===== src/rtl/mprc_pkg.sv =====
// Shared types, constants and helper functions for the macro primitive rotation block.
// Used by every module under rtl except mprc_checker; depends on nothing else.
package mprc_pkg;

    // Default parameter values.
    localparam int FRAC_BITS_DEF    = 16;
    localparam int CORDIC_STEPS_DEF = 18;

    // Fixed arithmetic constants.
    localparam int ANG_FRAC    = 24;
    localparam int GUARD       = 8;
    localparam int ATAN_LEN    = 30;
    localparam int QUEUE_DEPTH = 2;

    // Working widths: point operand, angle, CORDIC register, rounded result, offset, wide sum.
    localparam int PW  = 35;
    localparam int ZW  = 33;
    localparam int CW  = 46;
    localparam int RW  = CW - GUARD;
    localparam int OW  = 34;
    localparam int SW  = 40;

    // Stream widths.
    localparam int S_TDATA_W = 224;
    localparam int S_TUSER_W = 2;
    localparam int M_TDATA_W = 104;

    // Primitive kinds carried in the input tuser.
    typedef enum logic [1:0] {
        CMD_CIRCLE  = 2'd0,
        CMD_VECTOR  = 2'd1,
        CMD_CENTER  = 2'd2,
        CMD_LOWLEFT = 2'd3
    } cmd_t;

    // Exposure codes; every other code toggles.
    localparam logic [1:0] EXP_OFF = 2'd0;
    localparam logic [1:0] EXP_ON  = 2'd1;

    // One classified primitive, handed from the front to the back.
    typedef struct packed {
        cmd_t                    cmd;
        logic                    exposed;
        logic signed [31:0]      w;
        logic signed [31:0]      h;
        logic signed [31:0]      ax;
        logic signed [31:0]      ay;
        logic signed [31:0]      bx;
        logic signed [31:0]      by;
        logic signed [ZW-1:0]    z;
        logic                    neg;
    } q_entry_t;

    // Rotation unit request and response.
    typedef struct packed {
        logic                 start;
        logic signed [PW-1:0] x;
        logic signed [PW-1:0] y;
        logic                 extra;
        logic signed [ZW-1:0] z;
        logic                 neg;
    } rot_req_t;

    typedef struct packed {
        logic                 done;
        logic signed [RW-1:0] rx;
        logic signed [RW-1:0] ry;
    } rot_rsp_t;

    // Perpendicular offset unit request and response.
    typedef struct packed {
        logic                 start;
        logic signed [RW-1:0] x1;
        logic signed [RW-1:0] y1;
        logic signed [RW-1:0] x2;
        logic signed [RW-1:0] y2;
        logic signed [31:0]   w;
    } norm_req_t;

    typedef struct packed {
        logic                 done;
        logic signed [OW-1:0] ox;
        logic signed [OW-1:0] oy;
    } norm_rsp_t;

    // Arctangent of 2^-i in degrees, Q.24.
    function automatic logic signed [ZW-1:0] atan_q24(input logic [4:0] idx);
        logic signed [ZW-1:0] v;
        unique case (idx)
            5'd0:  v = 33'sd754974720;
            5'd1:  v = 33'sd445687602;
            5'd2:  v = 33'sd235489089;
            5'd3:  v = 33'sd119537938;
            5'd4:  v = 33'sd60000934;
            5'd5:  v = 33'sd30029717;
            5'd6:  v = 33'sd15018523;
            5'd7:  v = 33'sd7509720;
            5'd8:  v = 33'sd3754917;
            5'd9:  v = 33'sd1877466;
            5'd10: v = 33'sd938734;
            5'd11: v = 33'sd469367;
            5'd12: v = 33'sd234684;
            5'd13: v = 33'sd117342;
            5'd14: v = 33'sd58671;
            5'd15: v = 33'sd29335;
            5'd16: v = 33'sd14668;
            5'd17: v = 33'sd7334;
            5'd18: v = 33'sd3667;
            5'd19: v = 33'sd1833;
            5'd20: v = 33'sd917;
            5'd21: v = 33'sd458;
            5'd22: v = 33'sd229;
            5'd23: v = 33'sd115;
            5'd24: v = 33'sd57;
            5'd25: v = 33'sd29;
            5'd26: v = 33'sd14;
            5'd27: v = 33'sd7;
            5'd28: v = 33'sd4;
            5'd29: v = 33'sd2;
            default: v = '0;
        endcase
        return v;
    endfunction

    // Clamp a wide signed value to the signed 32-bit range.
    function automatic logic [31:0] sat32(input logic signed [SW-1:0] v);
        logic [31:0] r;
        if (v > 40'sd2147483647) begin
            r = 32'h7FFF_FFFF;
        end else if (v < -40'sd2147483648) begin
            r = 32'h8000_0000;
        end else begin
            r = v[31:0];
        end
        return r;
    endfunction

endpackage


===== src/rtl/mprc_queue.sv =====
// Short queue of classified primitives between the front and the back.
// Depends on mprc_pkg for the entry type.
module mprc_queue #(
    parameter int DEPTH = mprc_pkg::QUEUE_DEPTH
) (
    input  logic               aclk,
    input  logic               aresetn,
    input  logic               push,
    input  mprc_pkg::q_entry_t wdata,
    output logic               full,
    input  logic               pop,
    output mprc_pkg::q_entry_t rdata,
    output logic               empty
);

    localparam int PTW = (DEPTH > 1) ? $clog2(DEPTH) : 1;
    localparam int CNW = $clog2(DEPTH + 1);

    mprc_pkg::q_entry_t mem_reg [DEPTH];
    logic [PTW-1:0] wr_ptr_reg, rd_ptr_reg;
    logic [CNW-1:0] count_reg;

    assign full  = (count_reg == CNW'(DEPTH));
    assign empty = (count_reg == '0);
    assign rdata = mem_reg[rd_ptr_reg];

    // Storage write.
    always_ff @(posedge aclk) begin
        if (push) mem_reg[wr_ptr_reg] <= wdata;
    end

    // Pointers and fill count.
    always_ff @(posedge aclk) begin
        if (!aresetn) begin
            wr_ptr_reg <= '0;
            rd_ptr_reg <= '0;
            count_reg  <= '0;
        end else begin
            if (push) begin
                wr_ptr_reg <= (wr_ptr_reg == PTW'(DEPTH - 1)) ? '0 : wr_ptr_reg + 1'b1;
            end
            if (pop) begin
                rd_ptr_reg <= (rd_ptr_reg == PTW'(DEPTH - 1)) ? '0 : rd_ptr_reg + 1'b1;
            end
            if (push && !pop) begin
                count_reg <= count_reg + 1'b1;
            end else if (pop && !push) begin
                count_reg <= count_reg - 1'b1;
            end
        end
    end

endmodule


===== config.mk =====
export PLATFORM = sky130hd
export DESIGN_NAME = mprc_queue
export DESIGN_NICKNAME = d
export VERILOG_FILES = /design/src/rtl/mprc_pkg.sv /design/src/rtl/mprc_queue.sv
export SDC_FILE = /design/constraint.sdc
export NUM_CORES = 1
export LEC_CHECK = 0
export BUFFER_PORTS_ARGS = -buffer_cell sky130_fd_sc_hd__buf_2
export CORE_AREA = 2 2 187 189
export CTS_CLUSTER_DIAMETER = 30
export DETAILED_ROUTE_END_ITERATION = 6
export DIE_AREA = 0 0 189 191
export PLACE_DENSITY_LB_ADDON = 0.1
export SETUP_SLACK_MARGIN = 0.4
export SLEW_MARGIN = 20
export SYNTH_ARGS = -nofsm -noshare
export SYNTH_HDL_FRONTEND = slang
export SYNTH_SLANG_ARGS = --single-unit

===== constraint.sdc =====
create_clock -name aclk -period 15.9 [get_ports aclk]
set_input_delay 3.18 -clock aclk [delete_from_list [all_inputs] [get_ports aclk]]
set_output_delay 3.18 -clock aclk [all_outputs]
set_load 0.005 [all_outputs]

==> metrics <==
status finished, final reports clean; fin crit period 6.77 ns; maximum VDD drop 0.151 mV; worst hold path class reg2reg; CP Depth 4; yosys warns 0; DRC 0; Avg Inst Size Synth 22.9 sq um; Worst EP arrival 3.59 ns; placeable core area 34100 sq um; Leakage 0.00865 uW; post-synthesis simple-gate area fraction 0.335%; WL final 36900 microns; vias in the first global route 9479; synth unique cells 18; worst setup path class reg2out; most frequent cells in the layout buf_2 (463), edfxtp_1 (458), mux2_2 (229), clkbuf_16 (90), bufinv_16 (17); area of the multi-input gates 2700 sq um; RSZ-0062 raised after global routing false; critical path cell sequence buf_4, buf_4, mux2_2, buf_2; clk sinks 463; Tot Pwr 3620 uW; largest family of logic cells by synthesized area multiplexers; Max Slew Vio Count 0; number of gates resized after cts 0; Vias 9040; max cap viols 0; CTS tree built; Initial Util 49.3%; Slowest cell on crit path dfxtp_4; worst-path fanout max 70; area grow syn2layout 35.0%; Reg2Reg Setup Slack 12.74 ns; crit path to rdata[188]; Fin Clk Skew 0.0156 ns; CTS H-tree lvls 3; fraction of layout cells with a size suffix above 1 63.4%; Final ANT Viol Nets 0; Critical Path Max Stage Delay 0.95 ns; critical path required time 12.72 ns; final instance area 22700 sq um; Die Span Y 191 microns; #FFs+latches synth 463; synthesized instance count 734; Worst-path clk slew 0.05 ns; Synth Area in XOR/XNOR 0.156%; Initial DRT Pass Iterations 4; gr usage total 19.8%; PortBufs 463; GRT Residual Overflow 0; full die area 36100 sq um; initial antenna violation count 18; crit end category output pin; most common cell type on the critical path buf_4; final setup fails 0; post-DR vias/cell 4.99; r2r startpoint wr_ptr_reg$_SDFFE_PN0P_; relative slew slack 31.4%; Synth Area in Adders 0.0744%; first-pass GRT wire length 53100 microns; Max Clk Rate 148 MHz; R2R depth 3; dpl cell area 19500 sq um; # Post-CTS Setup Buffers 0; post-synthesis sequential area ratio 82.4%; Filler cells 2368; IO Pins 464; largest net degree at the start of global routing 77; Period Utilization, post-route 42.6%; 1st-iter DRT viols 446; Hold Buf Count CTS 0; most common cell after layout, fill and taps aside buf_2; setup ws final 9.13 ns; TritonCTS buffer count 89; max reg flops 458; Final Net Count 1507; Tightest Pin Transition 1.03 ns; clk_lat worst skew 0.58 ns; Post-Syn Area 16800 sq um; CTS Root Cell clkbuf_16; register area 13900 sq um; CP top delay family buffers and inverters; DIE WIDTH 189 microns; Post-Syn Nets 968; Hold WS 0.535 ns; Hold Vio Cnt, Final 0; Setup crit start kind register; Routed wire per std cell 20.3 microns; Max Root-Sink Buffers 3; Worst Path Buf+Inv 3; pwr dens 159 nW/um^2; Fin Setup TNS 0 ns; mux contribution to synthesized area 15.3%; num rows 68; worst r2r dst mem_reg[1][133]$_DFFE_PP_; HPWL after detailed placement 23800 microns; compound-cell area share of the yosys netlist 0.119%; Place WS 9.59 ns; gp weighted congestion 0.781
## cells in the mapped netlist
| cell type | n | area [sq um] |
|---|---|---|
| buf_2 | 1 | 5.00 |
| xor2_1 | 2 | 17.5 |
| nor2b_1 | 2 | 12.5 |
| xnor2_1 | 1 | 8.76 |
| nor2_1 | 1 | 3.75 |
| a21boi_0 | 1 | 7.51 |
| ha_1 | 1 | 12.5 |
| and2_1 | 4 | 25.0 |
| edfxtp_1 | 458 | 13800 |
| inv_1 | 1 | 3.75 |
| dfxtp_1 | 5 | 100 |
| buf_4 | 1 | 7.51 |
| mux2_2 | 229 | 2580 |
| o21ai_0 | 1 | 5.00 |
| o21a_1 | 1 | 7.51 |
| or3_1 | 1 | 6.26 |
| buf_6 | 23 | 259 |
| and2b_2 | 1 | 8.76 |
## power by group
part | total [uW] | switching (uW) | internal (uW) | leakage (uW)
registers | 1440 | 20.8 | 1420 | 0.00434
clock network | 1940 | 619 | 1320 | 0.00152
logic | 242 | 118 | 123 | 0.00279
## metrics by stage
stage          utilization (%)  std cells
5_1_grt                   66.6       1810
6_report                  66.6       1813
3_5_place_dp              57.2       1637
4_1_cts                   66.5       1801
2_1_floorplan                -        734
3_3_place_gp              57.2       1637
## tightest hold or removal path, delay by kind of cell, from the launching register on
kind | cells | cell delay (ns)
flip-flops | 1 | 0.32
AO/OA/AOI/OAI | 2 | 0.16
## how the worst min path moves through the flow
stage                                   start                        end  slack [ns]  cells past startpoint
floorplan           count_reg[1]$_SDFFE_PN0P_  count_reg[1]$_SDFFE_PN0P_        0.47                      2
global placement    count_reg[1]$_SDFFE_PN0P_  count_reg[1]$_SDFFE_PN0P_        0.49                      2
detailed placement  count_reg[1]$_SDFFE_PN0P_  count_reg[1]$_SDFFE_PN0P_        0.51                      2
CTS                 count_reg[1]$_SDFFE_PN0P_  count_reg[1]$_SDFFE_PN0P_        0.53                      2
global route        count_reg[1]$_SDFFE_PN0P_  count_reg[1]$_SDFFE_PN0P_        0.55                      2
finish              count_reg[1]$_SDFFE_PN0P_  count_reg[1]$_SDFFE_PN0P_        0.53                      2
## metal layers
metal / track usage [%] / part of all wire [%] / wire length [microns] / up-vias
met1: 22.0 / 37 / 13600 / 4450
met2: 32.6 / 49 / 18300 / 394
met3: 7.62 / 9.1 / 3380 / 98
li1: - / - / - / 4086
met4: 11.6 / 4.4 / 1620 / 12
met5: 0 / 0.18 / 67 / -
## cells by family (layout without fill, tap and decap cells)
logic type               Yosys count  count (layout)
other                              0              12
buffers and inverters             26             638
AO/OA/AOI/OAI                      3               3
multiplexers                     229             229
flip-flops                       463             463
XOR/XNOR                           3               3
AND/OR/NAND/NOR                    9               9
adder cells (fa/ha/maj)            1               1
## final cells by class
| class | count | share of cell area [%] |
|---|---|---|
| multi-input combinational | 245 | 11.9 |
| sequential | 463 | 61.0 |
| antenna | 12 | 0.132 |
| clock buffer | 95 | 10.0 |
| timing repair buffer | 473 | 10.5 |
| tap | 455 | 2.51 |
| clock inverter | 69 | 3.92 |
| inverter | 1 | 0.0165 |
(Power assumes the default switching activity.)
