$ cat src/rtl/mprc_pkg.sv
// Shared types, constants and helper functions for the macro primitive rotation block.
// Used by every module under rtl except mprc_checker; depends on nothing else.
package mprc_pkg;

    // Default parameter values.
    localparam int FRAC_BITS_DEF    = 16;
    localparam int CORDIC_STEPS_DEF = 18;

    // Fixed arithmetic constants.
    localparam int ANG_FRAC    = 24;
    localparam int GUARD       = 8;
    localparam int ATAN_LEN    = 30;
    localparam int QUEUE_DEPTH = 2;

    // Working widths: point operand, angle, CORDIC register, rounded result, offset, wide sum.
    localparam int PW  = 35;
    localparam int ZW  = 33;
    localparam int CW  = 46;
    localparam int RW  = CW - GUARD;
    localparam int OW  = 34;
    localparam int SW  = 40;

    // Stream widths.
    localparam int S_TDATA_W = 224;
    localparam int S_TUSER_W = 2;
    localparam int M_TDATA_W = 104;

    // Primitive kinds carried in the input tuser.
    typedef enum logic [1:0] {
        CMD_CIRCLE  = 2'd0,
        CMD_VECTOR  = 2'd1,
        CMD_CENTER  = 2'd2,
        CMD_LOWLEFT = 2'd3
    } cmd_t;

    // Exposure codes; every other code toggles.
    localparam logic [1:0] EXP_OFF = 2'd0;
    localparam logic [1:0] EXP_ON  = 2'd1;

    // One classified primitive, handed from the front to the back.
    typedef struct packed {
        cmd_t                    cmd;
        logic                    exposed;
        logic signed [31:0]      w;
        logic signed [31:0]      h;
        logic signed [31:0]      ax;
        logic signed [31:0]      ay;
        logic signed [31:0]      bx;
        logic signed [31:0]      by;
        logic signed [ZW-1:0]    z;
        logic                    neg;
    } q_entry_t;

    // Rotation unit request and response.
    typedef struct packed {
        logic                 start;
        logic signed [PW-1:0] x;
        logic signed [PW-1:0] y;
        logic                 extra;
        logic signed [ZW-1:0] z;
        logic                 neg;
    } rot_req_t;

    typedef struct packed {
        logic                 done;
        logic signed [RW-1:0] rx;
        logic signed [RW-1:0] ry;
    } rot_rsp_t;

    // Perpendicular offset unit request and response.
    typedef struct packed {
        logic                 start;
        logic signed [RW-1:0] x1;
        logic signed [RW-1:0] y1;
        logic signed [RW-1:0] x2;
        logic signed [RW-1:0] y2;
        logic signed [31:0]   w;
    } norm_req_t;

    typedef struct packed {
        logic                 done;
        logic signed [OW-1:0] ox;
        logic signed [OW-1:0] oy;
    } norm_rsp_t;

    // Arctangent of 2^-i in degrees, Q.24.
    function automatic logic signed [ZW-1:0] atan_q24(input logic [4:0] idx);
        logic signed [ZW-1:0] v;
        unique case (idx)
            5'd0:  v = 33'sd754974720;
            5'd1:  v = 33'sd445687602;
            5'd2:  v = 33'sd235489089;
            5'd3:  v = 33'sd119537938;
            5'd4:  v = 33'sd60000934;
            5'd5:  v = 33'sd30029717;
            5'd6:  v = 33'sd15018523;
            5'd7:  v = 33'sd7509720;
            5'd8:  v = 33'sd3754917;
            5'd9:  v = 33'sd1877466;
            5'd10: v = 33'sd938734;
            5'd11: v = 33'sd469367;
            5'd12: v = 33'sd234684;
            5'd13: v = 33'sd117342;
            5'd14: v = 33'sd58671;
            5'd15: v = 33'sd29335;
            5'd16: v = 33'sd14668;
            5'd17: v = 33'sd7334;
            5'd18: v = 33'sd3667;
            5'd19: v = 33'sd1833;
            5'd20: v = 33'sd917;
            5'd21: v = 33'sd458;
            5'd22: v = 33'sd229;
            5'd23: v = 33'sd115;
            5'd24: v = 33'sd57;
            5'd25: v = 33'sd29;
            5'd26: v = 33'sd14;
            5'd27: v = 33'sd7;
            5'd28: v = 33'sd4;
            5'd29: v = 33'sd2;
            default: v = '0;
        endcase
        return v;
    endfunction

    // Clamp a wide signed value to the signed 32-bit range.
    function automatic logic [31:0] sat32(input logic signed [SW-1:0] v);
        logic [31:0] r;
        if (v > 40'sd2147483647) begin
            r = 32'h7FFF_FFFF;
        end else if (v < -40'sd2147483648) begin
            r = 32'h8000_0000;
        end else begin
            r = v[31:0];
        end
        return r;
    endfunction

endpackage

$ cat src/rtl/mprc_cordic.sv
// Iterative rotation unit: gain prescale, one CORDIC step per cycle, rounding.
// Depends on mprc_pkg for the arctangent table and request types.
module mprc_cordic #(
    parameter int CORDIC_STEPS = mprc_pkg::CORDIC_STEPS_DEF
) (
    input  logic               aclk,
    input  logic               aresetn,
    input  mprc_pkg::rot_req_t req,
    output mprc_pkg::rot_rsp_t rsp
);

    localparam int NSTEP = (CORDIC_STEPS < mprc_pkg::ATAN_LEN) ? CORDIC_STEPS
                                                               : mprc_pkg::ATAN_LEN;
    localparam int IW = $clog2(NSTEP);
    localparam int PW = mprc_pkg::PW;
    localparam int CW = mprc_pkg::CW;
    localparam int RW = mprc_pkg::RW;
    localparam int ZW = mprc_pkg::ZW;
    localparam int PRESHIFT = 28 - mprc_pkg::GUARD;
    localparam logic signed [28:0] GAIN_Q28 = 29'sd163008219;
    localparam logic signed [CW-1:0] RND = CW'(1) <<< (mprc_pkg::GUARD - 1);

    typedef enum logic [3:0] {
        C_IDLE  = 4'b0001,
        C_SCALE = 4'b0010,
        C_ITER  = 4'b0100,
        C_ROUND = 4'b1000
    } c_state_t;

    c_state_t             state_reg, state_next;
    logic signed [PW-1:0] xn_reg, yn_reg;
    logic                 extra_reg;
    logic signed [CW-1:0] x_reg, y_reg;
    logic signed [ZW-1:0] z_reg;
    logic [IW-1:0]        i_reg;
    logic                 done_reg;
    logic signed [RW-1:0] rx_reg, ry_reg;

    logic signed [63:0]   px, py;
    logic signed [CW-1:0] xs, ys, xr, yr;

    assign px = xn_reg * GAIN_Q28;
    assign py = yn_reg * GAIN_Q28;
    assign xs = x_reg >>> i_reg;
    assign ys = y_reg >>> i_reg;
    assign xr = (x_reg + RND) >>> mprc_pkg::GUARD;
    assign yr = (y_reg + RND) >>> mprc_pkg::GUARD;

    assign rsp.done = done_reg;
    assign rsp.rx   = rx_reg;
    assign rsp.ry   = ry_reg;

    always_comb begin
        state_next = state_reg;
        unique case (state_reg)
            C_IDLE:  if (req.start) state_next = C_SCALE;
            C_SCALE: state_next = C_ITER;
            C_ITER:  if (i_reg == IW'(NSTEP - 1)) state_next = C_ROUND;
            C_ROUND: state_next = C_IDLE;
            default: state_next = C_IDLE;
        endcase
    end

    always_ff @(posedge aclk) begin
        if (!aresetn) begin
            state_reg <= C_IDLE;
            done_reg  <= 1'b0;
        end else begin
            state_reg <= state_next;
            done_reg  <= (state_reg == C_ROUND);
        end
    end

    // Datapath: the half-turn negation, the gain prescale, then micro-rotations and rounding.
    always_ff @(posedge aclk) begin
        unique case (state_reg)
            C_IDLE: begin
                xn_reg    <= req.neg ? -req.x : req.x;
                yn_reg    <= req.neg ? -req.y : req.y;
                extra_reg <= req.extra;
                z_reg     <= req.z;
            end
            C_SCALE: begin
                x_reg <= extra_reg ? CW'(px >>> (PRESHIFT + 1)) : CW'(px >>> PRESHIFT);
                y_reg <= extra_reg ? CW'(py >>> (PRESHIFT + 1)) : CW'(py >>> PRESHIFT);
                i_reg <= '0;
            end
            C_ITER: begin
                if (z_reg >= 0) begin
                    x_reg <= x_reg - ys;
                    y_reg <= y_reg + xs;
                    z_reg <= z_reg - mprc_pkg::atan_q24(5'(i_reg));
                end else begin
                    x_reg <= x_reg + ys;
                    y_reg <= y_reg - xs;
                    z_reg <= z_reg + mprc_pkg::atan_q24(5'(i_reg));
                end
                i_reg <= i_reg + 1'b1;
            end
            C_ROUND: begin
                rx_reg <= RW'(xr);
                ry_reg <= RW'(yr);
            end
            default: ;
        endcase
    end

endmodule

$ cat config.mk
export PLATFORM = sky130hd
export DESIGN_NAME = mprc_cordic
export DESIGN_NICKNAME = d
export VERILOG_FILES = /design/src/rtl/mprc_pkg.sv /design/src/rtl/mprc_cordic.sv
export SDC_FILE = /design/constraint.sdc
export NUM_CORES = 2
export LEC_CHECK = 0
export ABC_AREA = 0
export ABC_CLOCK_PERIOD_IN_PS = 22200
export BUFFER_PORTS_ARGS = -buffer_cell sky130_fd_sc_hd__buf_4
export CAP_MARGIN = 30
export CORE_MARGIN = 3
export CORE_UTILIZATION = 40
export CTS_CLUSTER_DIAMETER = 30
export DETAILED_ROUTE_END_ITERATION = 12
export PLACE_DENSITY = 0.64
export RECOVER_POWER = 100
export SYNTH_ARGS = -nofsm -noshare
export SYNTH_HDL_FRONTEND = slang
export SYNTH_SLANG_ARGS = --single-unit
$ cat constraint.sdc
create_clock -name aclk -period 22.2 [get_ports aclk]
set_input_delay 4.44 -clock aclk [delete_from_list [all_inputs] [get_ports aclk]]
set_output_delay 4.44 -clock aclk [all_outputs]
set_load 0.01 [all_outputs]
==> metrics <==
failing checks=max-capacitance violations, max-slew violations; crit-path max FO=65; share of layout cells above drive strength 1=6.90%; crit end category=flip-flop; H-tree levels=3; Post-Synthesis Cells=7454; Worst Path Buf+Inv=2; syn avg cell area=9.51 µm²; grt ovf=0; floorplan core area=175000 µm²; Most used DFF post-synth=edfxtp_1; die area=182000 µm²; Die H=427 µm; Reg clk slew, reported paths=0.05 ns; clock sink total=312; initial DRC count=4857; fillers=16900; GP Congestion=1.06; Synth Cell Area=70900 µm²; leading cell types in the layout, fill and taps excluded=inv_1, fa_1, ha_1; type of origin of the critical path=flip-flop; Worst path slowest cell=clkbuf_1; setup bufs post-CTS=0; largest net degree at the start of global routing=113; clk_skew=0.0678 ns; Row Count=153; Clk Latency, worst-skew pair=0.72 ns; Final setup viols=0; Synth Register Bits=312; antenna viol nets, final=0; Final min period=12.33 ns; reg-to-reg slack, setup=9.87 ns; CTS root buf=clkbuf_16; commonest non-fill, non-tap cell in the layout=inv_1; gr usage total=24.3%; Setup WS post-layout=9.87 ns; status=complete, but fails checks; Rel. slew slack=-137%; Slew @ Worst Pin=3.55 ns; pre-CTS setup slack=13.44 ns; Initial Utilization=40.5%; routed vias/inst=5.44; worst setup path class=reg2reg; Port Buf Inserts=184; first-pass GRT wire length=338 mm; Yosys cell types=101; Post-synth EDFFs=277; vias in the first global route=54800; Gates resized, CTS repair=0; initial antenna violation count=1; Max Cap Viol=11; Final Cycle Share=55.6%; maximum clock path buffer count=3; DRT Wirelength=220 mm; arrival time of the worst setup path=12.80 ns; sequential-to-total area share from yosys stat=12.7%; CP top delay family=buffers and inverters; CTS Buf Count=85; CTS tree=built; fmax=81.1 MHz; nets in the synthesized netlist=9391; Fin. Hold Viols=0; fin. max-slew vios=633; WP data required=22.67 ns; IO Pins=185; Yosys warning total=0; Die X=427 µm; nets=9444; RSZ-0062 raised after global routing=false; WL/cell=22.2 µm; Pre-antenna DRT Iters=6; hpwl dp=187 mm; crit-path max cell delay=2.46 ns; crit-path cells=clkbuf_1, clkbuf_1, mux4_2, mux2_1, a221oi_1, nand2_1, or4_1, nand2b_1, o21ai_0, xor2_1, ha_1, a21oi_1, o21ai_0, a2111oi_0, nand2_1, o21ai_0, o2bb2ai_1, a21oi_1, o21ai_0, a41oi_1, o22ai_1, a211o_1; Area growth syn-to-layout=8.94%; DRC violations left=0; post-route setup TNS=0 ns; total number of vias=53900; Post-CTS Hold Buffers=0; most frequent CP cell=o21ai_0; worst hold path class=reg2reg; asr flop ratio synth=0%
-- cell usage after synthesis (73+ instances only) --
| cell | n | area [µm²] |
|---|---|---|
| ha_1 | 744 | 9310 |
| nor3_1 | 73 | 365 |
| o21ai_0 | 329 | 1650 |
| mux4_2 | 121 | 2730 |
| nand3_1 | 101 | 505 |
| a21oi_1 | 316 | 1580 |
| clkbuf_1 | 185 | 694 |
| edfxtp_1 | 277 | 8320 |
| nor2_1 | 272 | 1020 |
| xnor2_1 | 318 | 2790 |
| nand2_1 | 434 | 1630 |
| a21o_1 | 171 | 1280 |
| fa_1 | 1085 | 21700 |
| xor2_1 | 174 | 1520 |
| inv_1 | 1690 | 6340 |
| mux2i_1 | 91 | 911 |
-- final timing paths --
check | startpoint | endpoint | depth (start not counted)
max reg2reg | i_reg[0] | x_reg[44] | 22
min | state_reg[1] | state_reg[1] | 2
min reg2reg | state_reg[1] | state_reg[1] | 2
max | i_reg[0] | x_reg[44] | 22
-- layout make-up --
type	instances	area, µm²	share of cell area [%]
well taps	2325	2910	3.77
flip-flops and latches	312	9020	11.7
repair buffers	224	1350	1.74
diodes	1	2.50	0.00324
inverters	1694	6360	8.24
clock inverters	62	947	1.23
clock buffers	96	2260	2.93
multi-input cells	5190	54400	70.4
-- worst min-delay path: cells and delay by family, from the launching register on --
kind	cells	cell delay [ns]
flops	1	0.40
simple gates	1	0.08
compound gates	1	0.07
-- stage by stage --
stage	util [%]	cells	hold slack, ns	instance area [µm²]
3_5_place_dp	42.5	9742	0.549	74400
2_1_floorplan	-	7454	0.487	70900
4_1_cts	44.3	9900	0.599	77600
5_1_grt	44.1	9904	0.642	77200
3_3_place_gp	42.5	9741	0.532	74400
6_report	44.1	9904	0.591	77200
-- routing by layer --
layer  share of wire [%]  track usage, %
met1                  47            36.8
met2                  41            34.7
met3                 9.2            5.17
met4                 2.8            6.65
met5                   0               0
-- cell families (layout without fill, tap and decap cells) --
family          Yosys count  in the layout  synth area share (%)
mux                     270            270                  6.07
buf+inv                1952           2076                  10.5
flops                   312            312                  12.7
simple gates           1268           1268                  8.67
compound gates         1331           1331                  12.1
xor+xnor                492            492                  6.08
other cells               0              1                     0
fa+ha+maj              1829           1829                  43.8
Power is not shown: default switching activity piles up to over one toggle a cycle in this logic, so the estimate is an artifact.
