[src/rtl/mprc_pkg.sv]
// Shared types, constants and helper functions for the macro primitive rotation block.
// Used by every module under rtl except mprc_checker; depends on nothing else.
package mprc_pkg;

    // Default parameter values.
    localparam int FRAC_BITS_DEF    = 16;
    localparam int CORDIC_STEPS_DEF = 18;

    // Fixed arithmetic constants.
    localparam int ANG_FRAC    = 24;
    localparam int GUARD       = 8;
    localparam int ATAN_LEN    = 30;
    localparam int QUEUE_DEPTH = 2;

    // Working widths: point operand, angle, CORDIC register, rounded result, offset, wide sum.
    localparam int PW  = 35;
    localparam int ZW  = 33;
    localparam int CW  = 46;
    localparam int RW  = CW - GUARD;
    localparam int OW  = 34;
    localparam int SW  = 40;

    // Stream widths.
    localparam int S_TDATA_W = 224;
    localparam int S_TUSER_W = 2;
    localparam int M_TDATA_W = 104;

    // Primitive kinds carried in the input tuser.
    typedef enum logic [1:0] {
        CMD_CIRCLE  = 2'd0,
        CMD_VECTOR  = 2'd1,
        CMD_CENTER  = 2'd2,
        CMD_LOWLEFT = 2'd3
    } cmd_t;

    // Exposure codes; every other code toggles.
    localparam logic [1:0] EXP_OFF = 2'd0;
    localparam logic [1:0] EXP_ON  = 2'd1;

    // One classified primitive, handed from the front to the back.
    typedef struct packed {
        cmd_t                    cmd;
        logic                    exposed;
        logic signed [31:0]      w;
        logic signed [31:0]      h;
        logic signed [31:0]      ax;
        logic signed [31:0]      ay;
        logic signed [31:0]      bx;
        logic signed [31:0]      by;
        logic signed [ZW-1:0]    z;
        logic                    neg;
    } q_entry_t;

    // Rotation unit request and response.
    typedef struct packed {
        logic                 start;
        logic signed [PW-1:0] x;
        logic signed [PW-1:0] y;
        logic                 extra;
        logic signed [ZW-1:0] z;
        logic                 neg;
    } rot_req_t;

    typedef struct packed {
        logic                 done;
        logic signed [RW-1:0] rx;
        logic signed [RW-1:0] ry;
    } rot_rsp_t;

    // Perpendicular offset unit request and response.
    typedef struct packed {
        logic                 start;
        logic signed [RW-1:0] x1;
        logic signed [RW-1:0] y1;
        logic signed [RW-1:0] x2;
        logic signed [RW-1:0] y2;
        logic signed [31:0]   w;
    } norm_req_t;

    typedef struct packed {
        logic                 done;
        logic signed [OW-1:0] ox;
        logic signed [OW-1:0] oy;
    } norm_rsp_t;

    // Arctangent of 2^-i in degrees, Q.24.
    function automatic logic signed [ZW-1:0] atan_q24(input logic [4:0] idx);
        logic signed [ZW-1:0] v;
        unique case (idx)
            5'd0:  v = 33'sd754974720;
            5'd1:  v = 33'sd445687602;
            5'd2:  v = 33'sd235489089;
            5'd3:  v = 33'sd119537938;
            5'd4:  v = 33'sd60000934;
            5'd5:  v = 33'sd30029717;
            5'd6:  v = 33'sd15018523;
            5'd7:  v = 33'sd7509720;
            5'd8:  v = 33'sd3754917;
            5'd9:  v = 33'sd1877466;
            5'd10: v = 33'sd938734;
            5'd11: v = 33'sd469367;
            5'd12: v = 33'sd234684;
            5'd13: v = 33'sd117342;
            5'd14: v = 33'sd58671;
            5'd15: v = 33'sd29335;
            5'd16: v = 33'sd14668;
            5'd17: v = 33'sd7334;
            5'd18: v = 33'sd3667;
            5'd19: v = 33'sd1833;
            5'd20: v = 33'sd917;
            5'd21: v = 33'sd458;
            5'd22: v = 33'sd229;
            5'd23: v = 33'sd115;
            5'd24: v = 33'sd57;
            5'd25: v = 33'sd29;
            5'd26: v = 33'sd14;
            5'd27: v = 33'sd7;
            5'd28: v = 33'sd4;
            5'd29: v = 33'sd2;
            default: v = '0;
        endcase
        return v;
    endfunction

    // Clamp a wide signed value to the signed 32-bit range.
    function automatic logic [31:0] sat32(input logic signed [SW-1:0] v);
        logic [31:0] r;
        if (v > 40'sd2147483647) begin
            r = 32'h7FFF_FFFF;
        end else if (v < -40'sd2147483648) begin
            r = 32'h8000_0000;
        end else begin
            r = v[31:0];
        end
        return r;
    endfunction

endpackage

[src/rtl/mprc_back.sv]
// Back end: takes classified primitives from the queue, drives the rotation and
// offset units, and holds the result word register. Depends on mprc_pkg.
module mprc_back (
    input  logic                             aclk,
    input  logic                             aresetn,
    input  logic                             q_empty,
    output logic                             q_pop,
    input  mprc_pkg::q_entry_t               q_rdata,
    output mprc_pkg::rot_req_t               rot_req,
    input  mprc_pkg::rot_rsp_t               rot_rsp,
    output mprc_pkg::norm_req_t              norm_req,
    input  mprc_pkg::norm_rsp_t              norm_rsp,
    output logic                             m_tvalid,
    input  logic                             m_tready,
    output logic [mprc_pkg::M_TDATA_W-1:0]   m_tdata,
    output logic                             m_tuser,
    output logic                             m_tlast
);

    localparam int PW = mprc_pkg::PW;
    localparam int RW = mprc_pkg::RW;
    localparam int OW = mprc_pkg::OW;
    localparam int SW = mprc_pkg::SW;

    typedef enum logic [5:0] {
        B_IDLE  = 6'b000001,
        B_ROT   = 6'b000010,
        B_RWAIT = 6'b000100,
        B_NORM  = 6'b001000,
        B_NWAIT = 6'b010000,
        B_OUT   = 6'b100000
    } b_state_t;

    b_state_t             state_reg, state_next;
    mprc_pkg::q_entry_t   it_reg;
    logic [1:0]           k_reg;
    logic signed [RW-1:0] cx_reg, cy_reg;
    logic signed [RW-1:0] x1_reg, y1_reg, x2_reg, y2_reg;
    logic signed [OW-1:0] ox_reg, oy_reg;
    logic                 m_tvalid_reg;
    logic [31:0]          m_x_reg, m_y_reg, m_d_reg;
    logic                 m_exp_reg, m_circ_reg, m_last_reg;

    logic                 is_circle, is_vector, is_center, last_res, load;
    logic signed [PW-1:0] px, py;
    logic signed [RW-1:0] bx, by;
    logic signed [SW-1:0] vx, vy, res_x, res_y;

    assign is_circle = (it_reg.cmd == mprc_pkg::CMD_CIRCLE);
    assign is_vector = (it_reg.cmd == mprc_pkg::CMD_VECTOR);
    assign is_center = (it_reg.cmd == mprc_pkg::CMD_CENTER);
    assign last_res  = is_circle || (k_reg == 2'd3);
    assign load      = (state_reg == B_OUT) && (!m_tvalid_reg || m_tready);
    assign q_pop     = (state_reg == B_IDLE) && !q_empty;

    // Point to rotate for the current corner index.
    always_comb begin
        unique case (it_reg.cmd)
            mprc_pkg::CMD_CIRCLE: begin
                px = PW'(it_reg.ax);
                py = PW'(it_reg.ay);
            end
            mprc_pkg::CMD_VECTOR: begin
                px = k_reg[0] ? PW'(it_reg.bx) : PW'(it_reg.ax);
                py = k_reg[0] ? PW'(it_reg.by) : PW'(it_reg.ay);
            end
            mprc_pkg::CMD_CENTER: begin
                // Centre line corners carry one extra fraction bit.
                px = (k_reg == 2'd0 || k_reg == 2'd3)
                   ? (PW'(it_reg.ax) <<< 1) - PW'(it_reg.w)
                   : (PW'(it_reg.ax) <<< 1) + PW'(it_reg.w);
                py = k_reg[1] ? (PW'(it_reg.ay) <<< 1) + PW'(it_reg.h)
                              : (PW'(it_reg.ay) <<< 1) - PW'(it_reg.h);
            end
            mprc_pkg::CMD_LOWLEFT: begin
                px = (k_reg == 2'd1 || k_reg == 2'd2) ? PW'(it_reg.ax) + PW'(it_reg.w)
                                                      : PW'(it_reg.ax);
                py = k_reg[1] ? PW'(it_reg.ay) + PW'(it_reg.h) : PW'(it_reg.ay);
            end
            default: begin
                px = '0;
                py = '0;
            end
        endcase
    end

    assign rot_req.start = (state_reg == B_ROT);
    assign rot_req.x     = px;
    assign rot_req.y     = py;
    assign rot_req.extra = is_center;
    assign rot_req.z     = it_reg.z;
    assign rot_req.neg   = it_reg.neg;

    assign norm_req.start = (state_reg == B_NORM);
    assign norm_req.x1    = x1_reg;
    assign norm_req.y1    = y1_reg;
    assign norm_req.x2    = x2_reg;
    assign norm_req.y2    = y2_reg;
    assign norm_req.w     = it_reg.w;

    // Vector line corners: start-o, end-o, end+o, start+o.
    always_comb begin
        bx = (k_reg == 2'd0 || k_reg == 2'd3) ? x1_reg : x2_reg;
        by = (k_reg == 2'd0 || k_reg == 2'd3) ? y1_reg : y2_reg;
        vx = k_reg[1] ? SW'(bx) + SW'(ox_reg) : SW'(bx) - SW'(ox_reg);
        vy = k_reg[1] ? SW'(by) + SW'(oy_reg) : SW'(by) - SW'(oy_reg);
        res_x = is_vector ? vx : SW'(cx_reg);
        res_y = is_vector ? vy : SW'(cy_reg);
    end

    always_comb begin
        state_next = state_reg;
        unique case (state_reg)
            B_IDLE:  if (!q_empty) state_next = B_ROT;
            B_ROT:   state_next = B_RWAIT;
            B_RWAIT: begin
                if (rot_rsp.done) begin
                    if (is_vector) begin
                        state_next = k_reg[0] ? B_NORM : B_ROT;
                    end else begin
                        state_next = B_OUT;
                    end
                end
            end
            B_NORM:  state_next = B_NWAIT;
            B_NWAIT: if (norm_rsp.done) state_next = B_OUT;
            B_OUT: begin
                if (load) begin
                    if (last_res) begin
                        state_next = B_IDLE;
                    end else begin
                        state_next = is_vector ? B_OUT : B_ROT;
                    end
                end
            end
            default: state_next = B_IDLE;
        endcase
    end

    // Control registers.
    always_ff @(posedge aclk) begin
        if (!aresetn) begin
            state_reg    <= B_IDLE;
            m_tvalid_reg <= 1'b0;
        end else begin
            state_reg <= state_next;
            if (load) begin
                m_tvalid_reg <= 1'b1;
            end else if (m_tready) begin
                m_tvalid_reg <= 1'b0;
            end
        end
    end

    // Item, corner index and intermediate results.
    always_ff @(posedge aclk) begin
        if (q_pop) begin
            it_reg <= q_rdata;
            k_reg  <= 2'd0;
        end
        if (state_reg == B_RWAIT && rot_rsp.done) begin
            cx_reg <= rot_rsp.rx;
            cy_reg <= rot_rsp.ry;
            if (k_reg[0]) begin
                x2_reg <= rot_rsp.rx;
                y2_reg <= rot_rsp.ry;
            end else begin
                x1_reg <= rot_rsp.rx;
                y1_reg <= rot_rsp.ry;
            end
            if (is_vector) k_reg <= k_reg[0] ? 2'd0 : 2'd1;
        end
        if (state_reg == B_NWAIT && norm_rsp.done) begin
            ox_reg <= norm_rsp.ox;
            oy_reg <= norm_rsp.oy;
        end
        if (load) begin
            m_x_reg    <= mprc_pkg::sat32(res_x);
            m_y_reg    <= mprc_pkg::sat32(res_y);
            m_d_reg    <= is_circle ? it_reg.w : '0;
            m_exp_reg  <= it_reg.exposed;
            m_circ_reg <= is_circle;
            m_last_reg <= last_res;
            if (!last_res) k_reg <= k_reg + 1'b1;
        end
    end

    assign m_tvalid = m_tvalid_reg;
    assign m_tdata  = {7'b0, m_exp_reg, m_d_reg, m_y_reg, m_x_reg};
    assign m_tuser  = m_circ_reg;
    assign m_tlast  = m_last_reg;

endmodule

[config.mk]
export PLATFORM = sky130hd
export DESIGN_NAME = mprc_back
export DESIGN_NICKNAME = d
export VERILOG_FILES = /design/src/rtl/mprc_pkg.sv /design/src/rtl/mprc_back.sv
export SDC_FILE = /design/constraint.sdc
export NUM_CORES = 1
export LEC_CHECK = 0
export ABC_AREA = 0
export BUFFER_PORTS_ARGS = -buffer_cell sky130_fd_sc_hd__buf_2
export CAP_MARGIN = 20
export CORE_AREA = 3 3 301 303
export DETAILED_ROUTE_END_ITERATION = 10
export DIE_AREA = 0 0 304 306
export GPL_TIMING_DRIVEN = 0
export PLACE_DENSITY = 0.71
export RECOVER_POWER = 25
export SYNTH_ARGS = -nofsm -noshare
export SYNTH_HDL_FRONTEND = slang
export SYNTH_SLANG_ARGS = --single-unit
[constraint.sdc]
create_clock -name aclk -period 10.35 [get_ports aclk]
set_clock_uncertainty 0.2 [all_clocks]
set_input_delay 0.5175 -clock aclk [delete_from_list [all_inputs] [get_ports aclk]]
set_output_delay 0.5175 -clock aclk [all_outputs]
set_load 0.02 [all_outputs]
==> impl_metrics.toml <==
[yosys]
avgSynthCellArea_um2 = 10.49
synth_cells = 3808
synth_edf_count = 624
synthesis.area_um2 = 39950
yosysTopAreaCellShare_pct = 46.91
synthDistinctLibCells = 97
yosysSeqAreaShare_pct = 47.36
synth_ff_type = "edfxtp_1"
ys_async_sr_fraction_pct = 0
synthTopCellsByArea = "edfxtp_1 47%, ha_1 8.4%, a21oi_1 4.4%, xnor2_1 3.2%, nor2_1 3.2%"
yosys_register_bits = 633
yosysWarnings = 0
synth_area_leader_cell = "edfxtp_1"

[route]
postRouteWirelength_mm = 162.4
wl_met3_mm = 15.14
met2WireLength_mm = 77.55
wire_per_inst_um = 25.76
drt-pass1-iter-count = 10
maxUsedRoutingLayer = "met5"
drt-vias-per-instance = 5.879
drt_iter0_drc = 4002
drc = 0
met1_length_mm = 61.55
ant_nets = 0
num_vias = 37070

[clock_tree]
cts_tree = "yes"
postCtsSetupRepairBufs = 0
htreeDepth = 3
clkLatencyLatePin_ps = 660
cts_buffers = 72
clock_path_buffers = 3
clkSlewWorstSetupHoldPaths_ps = 60
cts.sinks = 633
cts_root_buf = "clkbuf_16"

[worst_setup_path]
slowest_stage = "a41oi_1"
rrSetupSlack_ps = 1760
required_ps = 10540
rr_startpoint = "k_reg[1]"
r2r-end = "m_y_reg[22]"
path_class = "reg -> reg"
endpoint = "m_y_reg[22]"
cp_cell_sequence = "ha_1 -> clkbuf_1 -> clkbuf_1 -> clkbuf_1 -> clkbuf_1 -> buf_8 -> clkbuf_1 -> mux2_2 -> ha_1 -> fa_1 -> a211oi_2 -> o31ai_2 -> o2111ai_2 -> a311oi_1 -> a21o_1 -> o211ai_1 -> a31oi_1 -> or3_1 -> a31o_2 -> a41oi_1 -> buf_2 -> o21ai_1"
worst-path-buf-inv = 7
cp-end-kind = "register"
cp.arrival_ps = 8780
cp.depth = 22
worstSetupStartpointType = "register"
path_max_fanout = 10
startpoint = "k_reg[1]"
crit_family = "buffers and inverters"
slowest_delay_ps = 750
rr_worst_depth = 22
critPathMostFrequentCell = "clkbuf_1"

[sta]
finalWorstPathRequiredPeriod_ps = 8590
slew_viol_final = 0
rsz0062_at_grt = "false"
layout_setup_ws_ps = 1760
slew_headroom_pct = 17.34
setup_viol = 0
post-route-period-util_pct = 82.99
worstMarginPinSlew_ps = 1240
fmax_ghz = 0.1164
hold_viol = 0

[placement]
place_area_um2 = 45970
dp_hpwl_mm = 121.6
place.gp.congestion = 0.9828
io_buffers = 770
place_ws_ps = 1832

[power_and_ir_drop]
p_int_mw = 7.047
swShare_pct = 42.83
clkPwrFrac_pct = 21.9
power-per-cell-area_nw_per_um2 = 236.5
seqPwrFrac_pct = 27.9
power_frac_comb_pct = 50.2
power.switching_mw = 5.279
power_mw = 12.33
cellLeakagePower_nw = 20.91
peakVddDrop_mv = 0.2065

[layout]
drive_gt1_share_pct = 21.25
largest_register_ffs = 163
fin_area_um2 = 52120
final_common_cell = "buf_2"
syn2layout_area_growth_pct = 30.47
fin_nets = 5722
layout_common_cells = "708 x buf_2, 624 x edfxtp_1, 375 x dlygate4sd3_1, 351 x a21oi_1, 337 x nor2_1"

[global_route]
grt_max_degree = 52
track_usage_pct = 33.56
grt-ovfl-total = 0
grt_pass1_vias = 36411
grt_first_pass_wirelength_mm = 235.3
antenna_found_initial = 16

[die]
fp.dieH_um = 306
die_w_um = 304
fp-row-count = 109
io_pins = 778
core_area_um2 = 88240
initial_core_util_pct = 45.27
die_area_um2 = 93020

[status]
status = "finished clean"

[hold_path]
whs_path_depth = 3
hp-start = "rot_rsp[76]"
holdCritPathClass = "in -> reg"

[job]
cap_violations = 0
==> power groups by stage <==
stage          Combinational [mW]  Sequential (mW)  Clock [mW]
6_report                     6.19             3.44        2.70
4_1_cts                      6.05             3.43        2.71
5_1_grt                      6.62             3.45        2.83
3_3_place_gp                 5.75             3.59           0
2_1_floorplan                3.99             3.43           0
3_5_place_dp                 5.90             3.47           0
==> cell type report <==
| class | instances | area [um2] |
|---|---|---|
| Buffer | 260 | 1306 |
| Clock buffer | 90 | 1933 |
| Inverter | 180 | 678.2 |
| Antenna cell | 15 | 37.54 |
| Tap cell | 1165 | 1458 |
| Timing Repair Buffer | 1178 | 8174 |
| Clock inverter | 43 | 511.7 |
| Sequential cell | 633 | 18920 |
| Multi-Input combinational cell | 2741 | 19110 |
| Fill cell | 7354 | 36120 |
==> worst min-delay path by stage <==
| stage | end | slack [ps] |
|---|---|---|
| floorplan | m_exp_reg | 200 |
| global placement | m_exp_reg | 200 |
| detailed placement | m_exp_reg | 230 |
| CTS | state_reg[2] | 3 |
| global route | state_reg[2] | 20 |
| finish | state_reg[2] | 40 |
==> logic make-up (layout without fill, tap and decap cells) <==
group / count (synthesis) / count (layout) / share of synthesized area (%)
AO/OA/AOI/OAI: 1180 / 1180 / 19.42
XOR/XNOR: 244 / 244 / 5.350
adder cells (fa/ha/maj): 277 / 277 / 8.826
buffers and inverters: 440 / 1751 / 4.961
flip-flops: 633 / 633 / 47.36
multiplexers: 113 / 113 / 3.104
other: 1 / 22 / 0.009387
AND/OR/NAND/NOR: 920 / 920 / 10.98
==> per-stage QoR <==
| stage | instances | setup TNS (ps) | hold slack [ps] | utilization (%) |
|---|---|---|---|---|
| 2_1_floorplan | 3814 | 0 | 200.3 | - |
| 3_3_place_gp | 5749 | -5285 | 204.9 | 51.32 |
| 3_5_place_dp | 5781 | 0 | 231.1 | 52.10 |
| 4_1_cts | 6289 | 0 | 2.954 | 59.13 |
| 5_1_grt | 6297 | 0 | 21.41 | 59.05 |
| 6_report | 6305 | 0 | 35.47 | 59.07 |
==> synthesized netlist by cell type (all sizes together) (44+ instances only) <==
cell type  number
a211oi         50
a21o          107
a21oi         354
buf           117
clkbuf        143
edfxtp        624
ha            269
inv           180
mux2           87
nand2         207
nand3          46
nor2          341
nor3           69
o21ai         256
o21bai         44
xnor2         146
xor2           98
==> per-layer routing <==
layer  vias to the layer above  global-route usage (%)
met5                         -                       0
met4                         4                   15.73
met3                       399                   7.432
met2                      2077                   56.42
met1                     17839                   41.20
li1                      16751                       -
==> tightest hold or removal path, cell delays in order <==
cell and delay, ps:
buf_2 100, nor2_1 70, o21a_1 160
==> timing repair <==
item	4_1_cts	5_1_grt
resized for setup	0	0
endpoints found under the setup margin	0	0
hold buffers	375	0
endpoints found under the hold margin	532	0
Power figures use the tool's default switching activity.
